==> src/rtl/bpl_pkg.sv <==
// ----------------------------------------------------------------------------
// bpl_pkg
// shared widths, codes, types and helpers of the bsp point locate block
// ----------------------------------------------------------------------------
`timescale 1ns / 1ps

package bpl_pkg;

  // default sizes
  localparam int MAX_NODES_DEF = 4096;
  localparam int MAX_STEPS_DEF = 64;

  // field widths
  localparam int CNT_W   = 13;
  localparam int IDX_W   = 12;
  localparam int COORD_W = 16;
  localparam int LINK_W  = 16;
  localparam int POINT_W = 32;
  localparam int SUB_W   = 15;
  localparam int PROD_W  = 48;

  // wide enough for any node count up to the largest table
  localparam int COUNT_W = 16;

  // reciprocal scale for link reduction
  localparam int RECIP_SHIFT = 30;

  // request codes
  localparam logic CMD_LOAD   = 1'b0;
  localparam logic CMD_LOCATE = 1'b1;

  // one partition line as stored in the lines memory
  typedef struct packed {
    logic signed [COORD_W-1:0] dy;
    logic signed [COORD_W-1:0] dx;
    logic signed [COORD_W-1:0] oy;
    logic signed [COORD_W-1:0] ox;
  } line_t;

  // child links as stored in the links memory
  typedef struct packed {
    logic [LINK_W-1:0] back;
    logic [LINK_W-1:0] front;
  } links_t;

  // stage load strobes for the per-level datapath
  typedef struct packed {
    logic s1_load;
    logic s2_load;
  } stage_ctrl_t;

  // address width for a table of the given depth
  function automatic int addr_w(int depth);
    return (depth > 1) ? $clog2(depth) : 1;
  endfunction

endpackage

==> src/rtl/bpl_link.sv <==
// ----------------------------------------------------------------------------
// bpl_link
// two stage split of a child link into leaf flag, leaf index and table slot
// ----------------------------------------------------------------------------
`timescale 1ns / 1ps

module bpl_link
  import bpl_pkg::*;
#(
  parameter int MAX_NODES = MAX_NODES_DEF,
  localparam int ADDR_W = addr_w(MAX_NODES)
) (
  input  logic              clk,
  input  stage_ctrl_t       ctrl,
  input  logic [LINK_W-1:0] link,
  output logic              leaf,
  output logic [SUB_W-1:0]  value,
  output logic [ADDR_W-1:0] idx
);

  localparam longint RECIP   = (64'd1 << RECIP_SHIFT) / MAX_NODES;
  localparam int     RECIP_W = RECIP_SHIFT + 1;
  localparam int     MP_W    = SUB_W + RECIP_W;
  localparam int     Q_W     = SUB_W + 1;
  localparam int     QN_W    = 2 * COUNT_W;
  localparam int     R_W     = COUNT_W + 1;

  logic [MP_W-1:0]   prod_c;
  logic              a_leaf;
  logic [SUB_W-1:0]  a_value;
  logic [MP_W-1:0]   a_prod;

  logic [Q_W-1:0]    quot_c;
  logic [QN_W-1:0]   rem_wide_c;
  logic              b_leaf;
  logic [SUB_W-1:0]  b_value;
  logic [R_W-1:0]    b_rem;

  // quotient estimate by reciprocal multiply
  assign prod_c = MP_W'(link[SUB_W-1:0]) * MP_W'(RECIP);

  always_ff @(posedge clk) begin
    if (ctrl.s1_load) begin
      a_leaf  <= link[LINK_W-1];
      a_value <= link[SUB_W-1:0];
      a_prod  <= prod_c;
    end
  end

  // remainder, at most one table size too large
  assign quot_c     = Q_W'(a_prod >> RECIP_SHIFT);
  assign rem_wide_c = QN_W'(a_value) - QN_W'(quot_c) * QN_W'(MAX_NODES);

  always_ff @(posedge clk) begin
    if (ctrl.s2_load) begin
      b_leaf  <= a_leaf;
      b_value <= a_value;
      b_rem   <= rem_wide_c[R_W-1:0];
    end
  end

  // final correction
  assign leaf  = b_leaf;
  assign value = b_value;
  assign idx   = (b_rem >= R_W'(MAX_NODES)) ? ADDR_W'(b_rem - R_W'(MAX_NODES))
                                             : ADDR_W'(b_rem);

endmodule

==> config.mk <==
export PLATFORM = sky130hd
export DESIGN_NAME = bpl_link
export DESIGN_NICKNAME = d
export VERILOG_FILES = /design/src/rtl/bpl_pkg.sv /design/src/rtl/bpl_link.sv
export SDC_FILE = /design/constraint.sdc
export NUM_CORES = 1
export LEC_CHECK = 0
export ABC_AREA = 1
export BUFFER_PORTS_ARGS = -buffer_cell sky130_fd_sc_hd__buf_2
export CAP_MARGIN = 20
export CELL_PAD_IN_SITES_DETAIL_PLACEMENT = 2
export CELL_PAD_IN_SITES_GLOBAL_PLACEMENT = 2
export CORE_MARGIN = 3
export CORE_UTILIZATION = 31
export DETAILED_ROUTE_END_ITERATION = 16
export GPL_TIMING_DRIVEN = 1
export PLACE_DENSITY = 0.72
export SLEW_MARGIN = 20
export SYNTH_ARGS = -nofsm -noshare
export SYNTH_HDL_FRONTEND = slang
export SYNTH_SLANG_ARGS = --single-unit
==> constraint.sdc <==
create_clock -name clk -period 0.8 [get_ports clk]
set_clock_uncertainty 0.05 [all_clocks]
set_input_delay 0.08 -clock clk [delete_from_list [all_inputs] [get_ports clk]]
set_output_delay 0.08 -clock clk [all_outputs]
set_load 0.02 [all_outputs]
Word level (Yosys, flattened, before mapping)
Index checks and enable logic that the tools add are counted.
{ "classes": {"n_addsub": 2, "n_mul": 0, "n_div": 0, "magnitude_cmp": 1, "eq_ne": 0, "n_shift": 0, "muxes": 1, "n_bitwise": 0, "reduce_logical": 0} }
{ "op_table": {"columns": ["cell", "n"], "rows": [
  ["$ge 17x13->1 const B", 1],
  ["$sub 15x15->16", 1],
  ["$mux 12", 1],
  ["$sub 12x1->12 const B", 1]
]} }
{ "word_totals": {"reg_bits": 48, "latch_bits": 0, "ramBits": 0, "mem_bits_ro": 0, "in_bits": 19, "output_inout_bits": 28, "elab_cells": 9, "memories": 0} }

Logic depth before layout (Yosys ltp)
{ "logic_depth": {"word_depth": 2, "mapped_depth": 1, "depth_no_buf": 0} }

Worst setup path after synthesis
Ideal clock, no wire load.
{ "synth_timing": {"kind": "flip-flop to output port", "start": "reg b_value[0] (netlist: value[0])", "end": "out value[0]", "arrival_ps": 667, "t_required_ps": 670, "setup_slack_ps": 3, "path_stages_with_launch": 2, "path_cell_list": "edfxtp_1 > buf_4"} }
{ "synth_lines": {"columns": ["element", "line", "text"], "rows": [
  ["start, declared", "bpl_link.sv:36", "logic [SUB_W-1:0] b_value;"],
  ["start signal, assigned", "bpl_link.sv:57", "b_value <= a_value;"],
  ["end, declared", "bpl_link.sv:17", "output logic [SUB_W-1:0] value,"]
]} }
No word-level cell between the ends.

Worst setup path in the final report
{ "layout_timing": {"start": "reg b_value[6] (netlist: value[6])", "end": "out value[6]"} }
No word-level cell between the ends.

==> out/results.ini <==
[status]
run_status=finished with violations
violations_in_the_final_reports=setup timing

[logic_synthesis]
post_synth.cell_area_avg_um2=23.89
ys_seq_elements=32
postSynthNetCount=63
number_of_instances_in_the_synthesized_netlist=44
synth.area.top_cells=sky130_fd_sc_hd__edfxtp_1 (91%), sky130_fd_sc_hd__buf_4 (8.6%)
yosysWarnings=0
netlist-cell-type-count=2
netlist.top_cell.by_area=sky130_fd_sc_hd__edfxtp_1
syn-cell-area_mm2=0.001051
synth_seq_area_share=0.9143
yosys.area.top_type_share=0.9143

[grt]
grt.overflow.total=0
groute.usage.overall=0.1311
antenna_found_initial=0
first_pass_grt_wire_length_um=3629
pin_count_of_the_biggest_net_entering_global_routing=17
number_of_global_route_vias_before_repair=668

[worst_setup_path]
critical_path.n_buffers_inverters=1
worstPathMaxFanout=2
path_cells=buf_6
slowest_delay_ps=460
setup.worst_path.end_class=output port
cp_top_family=flip-flops
crit_path_top_delay_cell=sky130_fd_sc_hd__edfxtp_1
start_to_end_type_of_the_worst_setup_path=reg2out
timing.critical_path.required_ps=670
crit_arrival_ps=950
critical_path.startpoint_type=flip-flop

[clock_tree]
clock_tree.htree_level_count=2
clock_sinks=32
tritoncts.num_buffers=5
tritoncts_clock_tree=built
cts.path.max_buffers=2
cts_setup_buffers=0
source_to_sink_clock_delay_at_the_later_pin_of_the_worst_skew_pair_ps=320
clk_root_buffer_cell=sky130_fd_sc_hd__clkbuf_4
clk_pin_slew_ps=100

[detailed_routing]
via_count=585
routed_wl_um=2443
initialDrtViolationCount=1
detail_route.vias_per_cell=3.953
drt.antenna.violating_nets=0
route.detailed.drc=0
first_pass_iteration_count_of_the_detailed_router=2
routed_wire_length_per_instance_um=16.51

[sta]
rsz0062_at_grt=yes
worst_pin_slew_ps=160.8
fmax_mhz=924.3
worst_hold_slack_ps=77.47
worst_slew_margin_rel=0.8928
hold_viol=0
final-max-slew-violation-count=0
final-setup-viol-count=28
setup-tns-final_ps=-6974
layout_min_cycle_time_ps=1082
final_critical_path_setup_slack_ps=-281.9
layout_worst_path_cycle_share=1.352

[floorplanning]
die-area_mm2=0.004125
rows=20
design.core.area_mm2=0.003153
ios=47
chip_width_um=64.23
fp.dieH_um=64.23
start_util=0.3333

[power_and_ir_drop]
p_per_area_mw_per_mm2=2198
leakage_uw=0.0006751
worst_ir_drop_vdd_v=0.001028

[cells_and_area]
flow.area_growth_from_synthesis_pct=60.24
post_route_cells_drive_above_1_share=0.5192
fin_nets=122
n_fill_cell=310
mostFrequentLayoutCell=sky130_fd_sc_hd__edfxtp_1
multi_input_area_um2=0
highest_count_cells_in_the_layout_ignoring_fill_and_taps=sky130_fd_sc_hd__edfxtp_1 (32), sky130_fd_sc_hd__buf_6 (26), sky130_fd_sc_hd__buf_2 (20)
num-multi-input-gates=0
diodes=0

[placed_design]
quantity_of_i_o_buffers_inserted_on_ports=46
dpl.hpwl_um=1439
gpl.final_weighted_congestion=0.6579

[worst_hold_path]
worst_hold_path_type=in2reg

[run]
max-cap-violations=0

## where the power goes
| group | switching, µW | internal [µW] | leakage, µW |
|---|---|---|---|
| logic | 218 | 259 | 0.000322 |
| registers | 60.5 | 1990 | 0.000313 |
| clock network | 539 | 638 | 0.0000403 |
## logic make-up after synthesis
group,after synthesis,synth area share
flip-flops,32,0.9143
buffers and inverters,12,0.08572
## cells in the mapped netlist
cell / instances
sky130_fd_sc_hd__edfxtp_1: 32
sky130_fd_sc_hd__buf_4: 12
## sequential cells by signal, summed over array words and instances, names as in the netlist
signal  count
leaf        1
a_prod     15
value      15
a_leaf      1
## metal layers
layer	vias up	share of wire	global-route usage	routed length, µm
li1	272	-	-	-
met1	279	0.31	0.1030	750
met2	28	0.60	0.2568	1469
met3	6	0.063	0.05448	154
met4	0	0.029	0.07916	70
met5	-	0	0	0
## final cells by class
class,count,area (µm²),share of cell area
Clock buffer,5,37.54,0.02229
Sequential cell,32,960.9,0.5706
Timing Repair Buffer,64,593.1,0.3522
Clock inverter,3,37.54,0.02229
Tap cell,44,55.05,0.03269
## metrics by stage
step	utilization	std cells	cell area [µm²]	total power, µW	setup WS [ps]
2_1_floorplan	-	44	1051	2236	2.666
3_3_place_gp	0.4079	124	1286	2359	126.9
3_5_place_dp	0.4079	124	1286	2383	105.1
4_1_cts	0.5210	148	1643	3714	-300.5
5_1_grt	0.5341	148	1684	3875	-347.3
6_report	0.5341	148	1684	3702	-281.9
## worst paths after layout
kind / start / end / slack [ps] / depth (start not counted)
worst min-delay path: ctrl[1] / a_prod[20] / 80 / 2
worst min register to register: a_prod[30] / value[12] / 380 / 0
worst max-delay path: value[6] / value[6] / -280 / 1
worst max register to register: a_prod[25] / value[7] / 110 / 0
## repair_timing
action / in CTS / in global routing
hold buffers: 16 / 0
endpoints found under the hold margin: 16 / 0
resized for setup: 39 / 13
endpoints found under the setup margin: 28 / 28
Note: power is estimated with default switching activity, not from simulation.
