File: src/rtl/bpl_pkg.sv
// ----------------------------------------------------------------------------
// bpl_pkg
// shared widths, codes, types and helpers of the bsp point locate block
// ----------------------------------------------------------------------------
`timescale 1ns / 1ps

package bpl_pkg;

  // default sizes
  localparam int MAX_NODES_DEF = 4096;
  localparam int MAX_STEPS_DEF = 64;

  // field widths
  localparam int CNT_W   = 13;
  localparam int IDX_W   = 12;
  localparam int COORD_W = 16;
  localparam int LINK_W  = 16;
  localparam int POINT_W = 32;
  localparam int SUB_W   = 15;
  localparam int PROD_W  = 48;

  // wide enough for any node count up to the largest table
  localparam int COUNT_W = 16;

  // reciprocal scale for link reduction
  localparam int RECIP_SHIFT = 30;

  // request codes
  localparam logic CMD_LOAD   = 1'b0;
  localparam logic CMD_LOCATE = 1'b1;

  // one partition line as stored in the lines memory
  typedef struct packed {
    logic signed [COORD_W-1:0] dy;
    logic signed [COORD_W-1:0] dx;
    logic signed [COORD_W-1:0] oy;
    logic signed [COORD_W-1:0] ox;
  } line_t;

  // child links as stored in the links memory
  typedef struct packed {
    logic [LINK_W-1:0] back;
    logic [LINK_W-1:0] front;
  } links_t;

  // stage load strobes for the per-level datapath
  typedef struct packed {
    logic s1_load;
    logic s2_load;
  } stage_ctrl_t;

  // address width for a table of the given depth
  function automatic int addr_w(int depth);
    return (depth > 1) ? $clog2(depth) : 1;
  endfunction

endpackage

File: src/rtl/bpl_side.sv
// ----------------------------------------------------------------------------
// bpl_side
// two stage side test of a 16.16 point against one partition line
// ----------------------------------------------------------------------------
`timescale 1ns / 1ps

module bpl_side
  import bpl_pkg::*;
(
  input  logic                      clk,
  input  stage_ctrl_t               ctrl,
  input  logic signed [POINT_W-1:0] px,
  input  logic signed [POINT_W-1:0] py,
  input  line_t                     line,
  output logic                      side
);

  logic signed [POINT_W-1:0] ox_fix;
  logic signed [POINT_W-1:0] oy_fix;
  logic signed [POINT_W-1:0] ux_c;
  logic signed [POINT_W-1:0] uy_c;
  logic                      quick_c;
  logic                      quick_side_c;

  logic                      s1_quick;
  logic                      s1_quick_side;
  logic signed [POINT_W-1:0] s1_ux;
  logic signed [POINT_W-1:0] s1_uy;
  logic signed [COORD_W-1:0] s1_ldx;
  logic signed [COORD_W-1:0] s1_ldy;

  logic signed [PROD_W-1:0]  p_left_c;
  logic signed [PROD_W-1:0]  p_right_c;
  logic                      s2_quick;
  logic                      s2_quick_side;
  logic signed [PROD_W-1:0]  s2_left;
  logic signed [PROD_W-1:0]  s2_right;
  logic signed [POINT_W-1:0] f_left;
  logic signed [POINT_W-1:0] f_right;

  // origin in 16.16 and wrapped offsets of the point
  assign ox_fix = $signed({line.ox, 16'h0000});
  assign oy_fix = $signed({line.oy, 16'h0000});
  assign ux_c   = px - ox_fix;
  assign uy_c   = py - oy_fix;

  // axis aligned lines and sign disagreement settle the side at once
  always_comb begin
    quick_c      = 1'b1;
    quick_side_c = 1'b0;
    priority if (line.dx == '0) begin
      quick_side_c = (px <= ox_fix) ? (line.dy > 0) : (line.dy < 0);
    end else if (line.dy == '0) begin
      quick_side_c = (py <= oy_fix) ? (line.dx < 0) : (line.dx > 0);
    end else if (line.dy[COORD_W-1] ^ line.dx[COORD_W-1] ^ ux_c[POINT_W-1]
                 ^ uy_c[POINT_W-1]) begin
      quick_side_c = line.dy[COORD_W-1] ^ ux_c[POINT_W-1];
    end else begin
      quick_c = 1'b0;
    end
  end

  // stage 1 register
  always_ff @(posedge clk) begin
    if (ctrl.s1_load) begin
      s1_quick      <= quick_c;
      s1_quick_side <= quick_side_c;
      s1_ux         <= ux_c;
      s1_uy         <= uy_c;
      s1_ldx        <= line.dx;
      s1_ldy        <= line.dy;
    end
  end

  // cross products
  assign p_left_c  = PROD_W'(s1_uy) * PROD_W'(s1_ldx);
  assign p_right_c = PROD_W'(s1_ldy) * PROD_W'(s1_ux);

  // stage 2 register
  always_ff @(posedge clk) begin
    if (ctrl.s2_load) begin
      s2_quick      <= s1_quick;
      s2_quick_side <= s1_quick_side;
      s2_left       <= p_left_c;
      s2_right      <= p_right_c;
    end
  end

  // floor of product / 2^16, then compare
  assign f_left  = $signed(s2_left[PROD_W-1:16]);
  assign f_right = $signed(s2_right[PROD_W-1:16]);
  assign side    = s2_quick ? s2_quick_side : !(f_left < f_right);

endmodule

File: config.mk
export PLATFORM = sky130hd
export DESIGN_NAME = bpl_side
export DESIGN_NICKNAME = d
export VERILOG_FILES = /design/src/rtl/bpl_pkg.sv /design/src/rtl/bpl_side.sv
export SDC_FILE = /design/constraint.sdc
export NUM_CORES = 2
export LEC_CHECK = 0
export BUFFER_PORTS_ARGS = -buffer_cell sky130_fd_sc_hd__buf_2
export CAP_MARGIN = 40
export CELL_PAD_IN_SITES_DETAIL_PLACEMENT = 0
export CELL_PAD_IN_SITES_GLOBAL_PLACEMENT = 2
export CORE_ASPECT_RATIO = 1.25
export CORE_MARGIN = 2
export CORE_UTILIZATION = 39
export DETAILED_ROUTE_END_ITERATION = 16
export PLACE_DENSITY_LB_ADDON = 0.1
export SLEW_MARGIN = 10
export SYNTH_ARGS = -nofsm -noshare
export SYNTH_HDL_FRONTEND = slang
export SYNTH_SLANG_ARGS = --single-unit
File: constraint.sdc
create_clock -name clk -period 6.7 [get_ports clk]
set_clock_uncertainty 0.15 [all_clocks]
set_input_delay 0.67 -clock clk [delete_from_list [all_inputs] [get_ports clk]]
set_output_delay 0.67 -clock clk [all_outputs]
set_load 0.005 [all_outputs]
Word level (Yosys, flattened, before mapping)
Cells that the tools add are included.
- register bits: 196
- add/subtract/negate cells: 2
- order comparisons: 7
- multiply operators: 2
- multiplexer cells: 7
- reduce and logical (&&, ||, !) cells: 4
- bitwise gates (word level): 4
- operator list (operator ; number):
    less-or-equal comparator 32 bit ; 2
    subtractor 32 bit ; 2
    multiplier 16 x 32 -> 48 bit ; 1
    multiplier 32 x 16 -> 48 bit ; 1
    > comparator 16 x 1 -> 1 bit (second input constant) ; 2
    zero test 16 bit ; 2
    < comparator 16 x 1 -> 1 bit (second input constant) ; 2
    < comparator 32 bit ; 1
    two-way mux 1 bit ; 7
    bitwise XOR 1 bit ; 4
    OR reduction 2 bit ; 1
    zero test 1 bit ; 1

Logic depth before layout (Yosys ltp)
- word-level depth: 6
- mapped depth: 25
- mapped depth without buffers: 24

Worst setup path before layout
OpenSTA, ideal clock, no wires.
- path type: register -> register
- start: register s1_ldy[1]
- end: register s2_right[47], data pin
- period minus slack after synthesis: 6.357 ns
- setup time: 0.260 ns
- cell stages (with the launch flop): 23
- buffers on the path: 1
- setup slack: 0.343 ns
- arrival: 5.947 ns
- path through: edfxtp_1 > clkbuf_1 > and2_1 > fa_1 > inv_1 > fa_1 > inv_1 > fa_1 > inv_1 > fa_1 > fa_1 > fa_1 > inv_1 > ha_1 > a211oi_1 > nor2_1 > o41ai_1 > o21bai_1 > a2111oi_4 > o211ai_2 > a31oi_2 > o21bai_1 > xnor2_1
- word-level cells in the longest chain between the ends: 1
- ends and longest elaborated chain (element ; RTL line ; RTL):
    start, declared ; bpl_side.sv:30 ; logic signed [COORD_W-1:0] s1_ldy;
    start signal, assigned ; bpl_side.sv:71 ; s1_ldy <= line.dy;
    multiplier 16 x 32 -> 48 bit ; bpl_side.sv:77 ; assign p_right_c = PROD_W'(s1_ldy) * PROD_W'(s1_ux);
    net p_right_c[47] ; bpl_side.sv:33 ; logic signed [PROD_W-1:0] p_right_c;
    end signal, assigned ; bpl_side.sv:85 ; s2_right <= p_right_c;
    end, declared ; bpl_side.sv:37 ; logic signed [PROD_W-1:0] s2_right;
The timed path passes the listed nets, and every way through them passes these cells.
A chain may end at the register's enable or synchronous reset.

Worst setup path after layout
- start: register s1_ldx[4]
- end: register s2_left[44], data pin
- word-level cells in the longest chain between the ends: 1
- ends and longest elaborated chain (element ; RTL line ; RTL):
    start, declared ; bpl_side.sv:29 ; logic signed [COORD_W-1:0] s1_ldx;
    start signal, assigned ; bpl_side.sv:70 ; s1_ldx <= line.dx;
    multiplier 32 x 16 -> 48 bit ; bpl_side.sv:76 ; assign p_left_c = PROD_W'(s1_uy) * PROD_W'(s1_ldx);
    net p_left_c[44] ; bpl_side.sv:32 ; logic signed [PROD_W-1:0] p_left_c;
    end signal, assigned ; bpl_side.sv:84 ; s2_left <= p_left_c;
    end, declared ; bpl_side.sv:36 ; logic signed [PROD_W-1:0] s2_left;
The timed path passes the listed nets, and every way through them passes these cells.

==> results.toml <==
[status]
status = "finished, final reports clean"

[place]
port_buffers = 131
placedInstanceArea_um2 = 47260
dp_hpwl_mm = 99.21
placedCellCount = 6197
gp_routability_congestion = 0.8335

[logic_synthesis]
number_of_warnings_issued_by_yosys = 0
netlist_area_um2 = 42140
postSynth.asyncResetShare = 0
synth_enable_flop_cells = 164
netlist_top_cells_area = "sky130_fd_sc_hd__fa_1 46%, sky130_fd_sc_hd__edfxtp_1 12%, sky130_fd_sc_hd__inv_1 10%, sky130_fd_sc_hd__ha_1 8.5%, sky130_fd_sc_hd__and2_1 6.0%"
area_share_of_the_leading_cell_type_in_the_synthesized_netlist = 0.4618
synth_cell_type_count = 73
synth.ff_latch_count = 164
syn-num-nets = 5815
avgSynthCellArea_um2 = 9.518
synth-seq-area-share = 0.1169
dominantRegCellSynth = "sky130_fd_sc_hd__edfxtp_1"
synth_area_leader_cell = "sky130_fd_sc_hd__fa_1"
postSynthCellCount = 4427

[final_layout]
fill_cells = 10609
postLayoutCellArea_um2 = 49130
n_antenna_cell = 0
syn_to_final_growth_pct = 16.60
drive_gt1_frac = 0.1555
instances_no_fill = 6278
nets = 6225

[clocking]
clock_tree.buffer_depth = 2
clk_pin_slew_ns = 0.10
cts_root_buf = "sky130_fd_sc_hd__clkbuf_16"
cts_buffers = 17
tritoncts = "yes"
clock-sinks = 164
htree_num_levels = 4
insertion_delay_ns = 0.52

[drt]
detail_route.first_pass.iterations = 5
drc = 0
totalWireLength_mm = 115.3
route.vias.total = 29528
via_per_inst = 4.703
drt_iter0_markers = 1201
route.detailed.wl_per_inst_um = 18.37
route.antenna.remaining_nets = 0

[timing]
final_period_minus_worst_setup_slack_ns = 6.636
final_setup_fails = 0
hold-worst-slack_ns = 0.1902
post_route_clock_period_utilization = 0.9905
timing_worst_slew_pin_value_ns = 0.8043
total_count_of_hold_check_failures_in_the_final_report = 0
final-max-slew-violation-count = 0
fmax_ghz = 0.1507
max_slew_margin_vs_limit = 0.4638
grt_setup_unrepaired = "yes"

[worst_setup_path]
critical_path_fanout_max = 10
cp_data_arrival_time_ns = 6.74
end_kind = "flop"
required_ns = 6.81
criticalPathCategory = "reg2reg"
critical_path.startpoint_type = "flop"

[grt]
antenna_violations_before_repair = 3
grt.met2_usage = 0.3908
wire_length_of_the_first_global_routing_pass_mm = 184.9
first_global_vias = 32715
groute.usage.overall = 0.2172
groute.layer.met1.usage = 0.2923
maximum_number_of_pins_on_one_net_before_global_route_repair = 54
globalRouteOverflowTotal = 0
busiest_layer = "met2"
use_met3 = 0.01560

[min_path]
hold_path.class = "in2reg"

[run]
cap_viol_max_count = 0

[floorplanning]
floorplan.initialDensity = 0.3939
die_h_um = 371.5
dieWidth_um = 298
floorplan.die_area_um2 = 110700
cell_rows = 134
top_level_ports = 132
fp.coreArea_um2 = 107000
[cell type report]
| cell class | count | area [µm²] | area share |
|---|---|---|---|
| Clock buffer | 17 | 425.4 | 0.008658 |
| Clock inverter | 15 | 187.7 | 0.003820 |
| Inverter | 1167 | 4380 | 0.08915 |
| Multi-Input combinational cell | 2929 | 32910 | 0.6698 |
| Sequential cell | 164 | 4925 | 0.1002 |
| Tap cell | 1428 | 1787 | 0.03636 |
| Timing Repair Buffer | 558 | 4517 | 0.09193 |
[worst max-delay path, cell delays in order (launching register included)]
cell,delay (ns)
sky130_fd_sc_hd__edfxtp_1,0.41
sky130_fd_sc_hd__buf_6,0.14
sky130_fd_sc_hd__buf_12,0.14
sky130_fd_sc_hd__buf_4,0.13
sky130_fd_sc_hd__and2_1,0.14
sky130_fd_sc_hd__fa_1,0.55
sky130_fd_sc_hd__inv_1,0.06
sky130_fd_sc_hd__fa_2,0.37
sky130_fd_sc_hd__fa_2,0.56
sky130_fd_sc_hd__inv_1,0.05
sky130_fd_sc_hd__fa_1,0.49
sky130_fd_sc_hd__fa_1,0.50
sky130_fd_sc_hd__inv_1,0.05
sky130_fd_sc_hd__fa_1,0.48
sky130_fd_sc_hd__inv_1,0.04
sky130_fd_sc_hd__ha_1,0.30
sky130_fd_sc_hd__buf_4,0.15
sky130_fd_sc_hd__nor3_1,0.05
sky130_fd_sc_hd__nor2_1,0.19
sky130_fd_sc_hd__o2111a_2,0.29
sky130_fd_sc_hd__nor4_4,0.06
sky130_fd_sc_hd__buf_4,0.16
sky130_fd_sc_hd__o31ai_4,0.37
sky130_fd_sc_hd__a21oi_1,0.11
sky130_fd_sc_hd__buf_4,0.17
sky130_fd_sc_hd__o31ai_4,0.18
sky130_fd_sc_hd__xor2_1,0.09
[Yosys cell counts, types with 3 or more instances]
| cell type | instances |
|---|---|
| sky130_fd_sc_hd__o21a_1 | 17 |
| sky130_fd_sc_hd__buf_1 | 4 |
| sky130_fd_sc_hd__a211o_1 | 5 |
| sky130_fd_sc_hd__a21boi_0 | 3 |
| sky130_fd_sc_hd__o211ai_1 | 5 |
| sky130_fd_sc_hd__o31ai_1 | 5 |
| sky130_fd_sc_hd__o21ai_0 | 39 |
| sky130_fd_sc_hd__edfxtp_1 | 164 |
| sky130_fd_sc_hd__o21bai_1 | 11 |
| sky130_fd_sc_hd__nand2b_1 | 23 |
| sky130_fd_sc_hd__nor3_1 | 25 |
| sky130_fd_sc_hd__xnor2_1 | 76 |
| sky130_fd_sc_hd__clkbuf_1 | 158 |
| sky130_fd_sc_hd__nor2_1 | 106 |
| sky130_fd_sc_hd__or3_1 | 5 |
| sky130_fd_sc_hd__a31oi_1 | 5 |
| sky130_fd_sc_hd__nand3_1 | 23 |
| sky130_fd_sc_hd__fa_1 | 972 |
| sky130_fd_sc_hd__nand2_1 | 603 |
| sky130_fd_sc_hd__o41ai_1 | 4 |
| sky130_fd_sc_hd__o21ai_1 | 4 |
| sky130_fd_sc_hd__and2_1 | 405 |
| sky130_fd_sc_hd__and4_1 | 5 |
| sky130_fd_sc_hd__nor2b_1 | 15 |
| sky130_fd_sc_hd__ha_1 | 285 |
| sky130_fd_sc_hd__or2_2 | 4 |
| sky130_fd_sc_hd__inv_1 | 1166 |
| sky130_fd_sc_hd__and3_1 | 13 |
| sky130_fd_sc_hd__nand4_1 | 20 |
| sky130_fd_sc_hd__a221oi_1 | 4 |
| sky130_fd_sc_hd__o22ai_1 | 7 |
| sky130_fd_sc_hd__nor4_1 | 17 |
| sky130_fd_sc_hd__xor2_1 | 30 |
| sky130_fd_sc_hd__a21o_1 | 67 |
| sky130_fd_sc_hd__a211oi_1 | 11 |
| sky130_fd_sc_hd__a21oi_1 | 74 |
[per-stage QoR]
step,setup TNS [ns],setup WS [ns],utilization
finish,0,0.06366,0.4593
global route,-1.282,-0.1759,0.4593
CTS,0,0.005962,0.4501
detailed placement,-4.220,-0.2491,0.4418
global placement,-3.746,-0.2348,0.4418
floorplan,0,0.3435,-
[routing by layer]
layer / wire length [µm] / share of wire
met1: 52010 / 0.45
met2: 59180 / 0.51
met3: 2810 / 0.024
met4: 1334 / 0.012
met5: 0 / 0
[registers in the layout, summed over array words and instances, names as in the netlist]
signal,count
s2_left,32
s2_right,32
s1_ldx,16
s1_uy,32
s2_quick,1
s1_ldy,16
s1_ux,32
s1_quick_side,1
s1_quick,1
s2_quick_side,1
[cell usage in the layout (no fill, tap or decap), drive strengths merged, types with 7 or more instances in the layout]
| cell type | instances |
|---|---|
| fa | 972 |
| buf | 556 |
| o21a | 17 |
| nand2b | 23 |
| inv | 1174 |
| and2 | 405 |
| nor4 | 18 |
| o22ai | 7 |
| ha | 285 |
| and3 | 13 |
| a211oi | 12 |
| xnor2 | 76 |
| o21bai | 11 |
| clkbuf | 19 |
| xor2 | 30 |
| a21o | 68 |
| o21ai | 44 |
| nand3 | 23 |
| nand2 | 603 |
| a21oi | 75 |
| o211ai | 7 |
| nor3 | 26 |
| nor2 | 107 |
| nor2b | 15 |
| nand4 | 20 |
| edfxtp | 164 |
[final timing paths]
kind / startpoint / to / slack, ns / cells after the start
hold reg to reg: s1_quick$_SDFFCE_PP1P_ / s2_quick$_DFFE_PP_ / 0.28 / 0
hold / removal: py[3] / s1_uy[3]$_DFFE_PP_ / 0.19 / 1
setup reg to reg: s1_ldx[4]$_DFFE_PP_ / s2_left[44]$_DFFE_PP_ / 0.06 / 26
setup / recovery: s1_ldx[4]$_DFFE_PP_ / s2_left[44]$_DFFE_PP_ / 0.06 / 26
[repair_timing]
action                                  in CTS  in global routing
endpoints found under the setup margin      32                 35
buffers inserted                            19                 31
cloned                                       0                  2
hold buffers                                 0                  0
gates resized for setup                     20                172
pin swaps                                    8                122
[cells by family (layout without fill, tap and decap cells)]
family	after synthesis	after routing	share of synthesized area
simple gates	1274	1274	0.1468
buf+inv	1334	1757	0.1191
flops	164	164	0.1169
fa+ha+maj	1257	1257	0.5464
compound gates	289	289	0.04775
xor+xnor	107	107	0.02260
mux	2	2	0.0004751
Power is left out: the tool's default activity adds up to more than one toggle a clock period on the data nets, which glitch-free logic cannot reach.
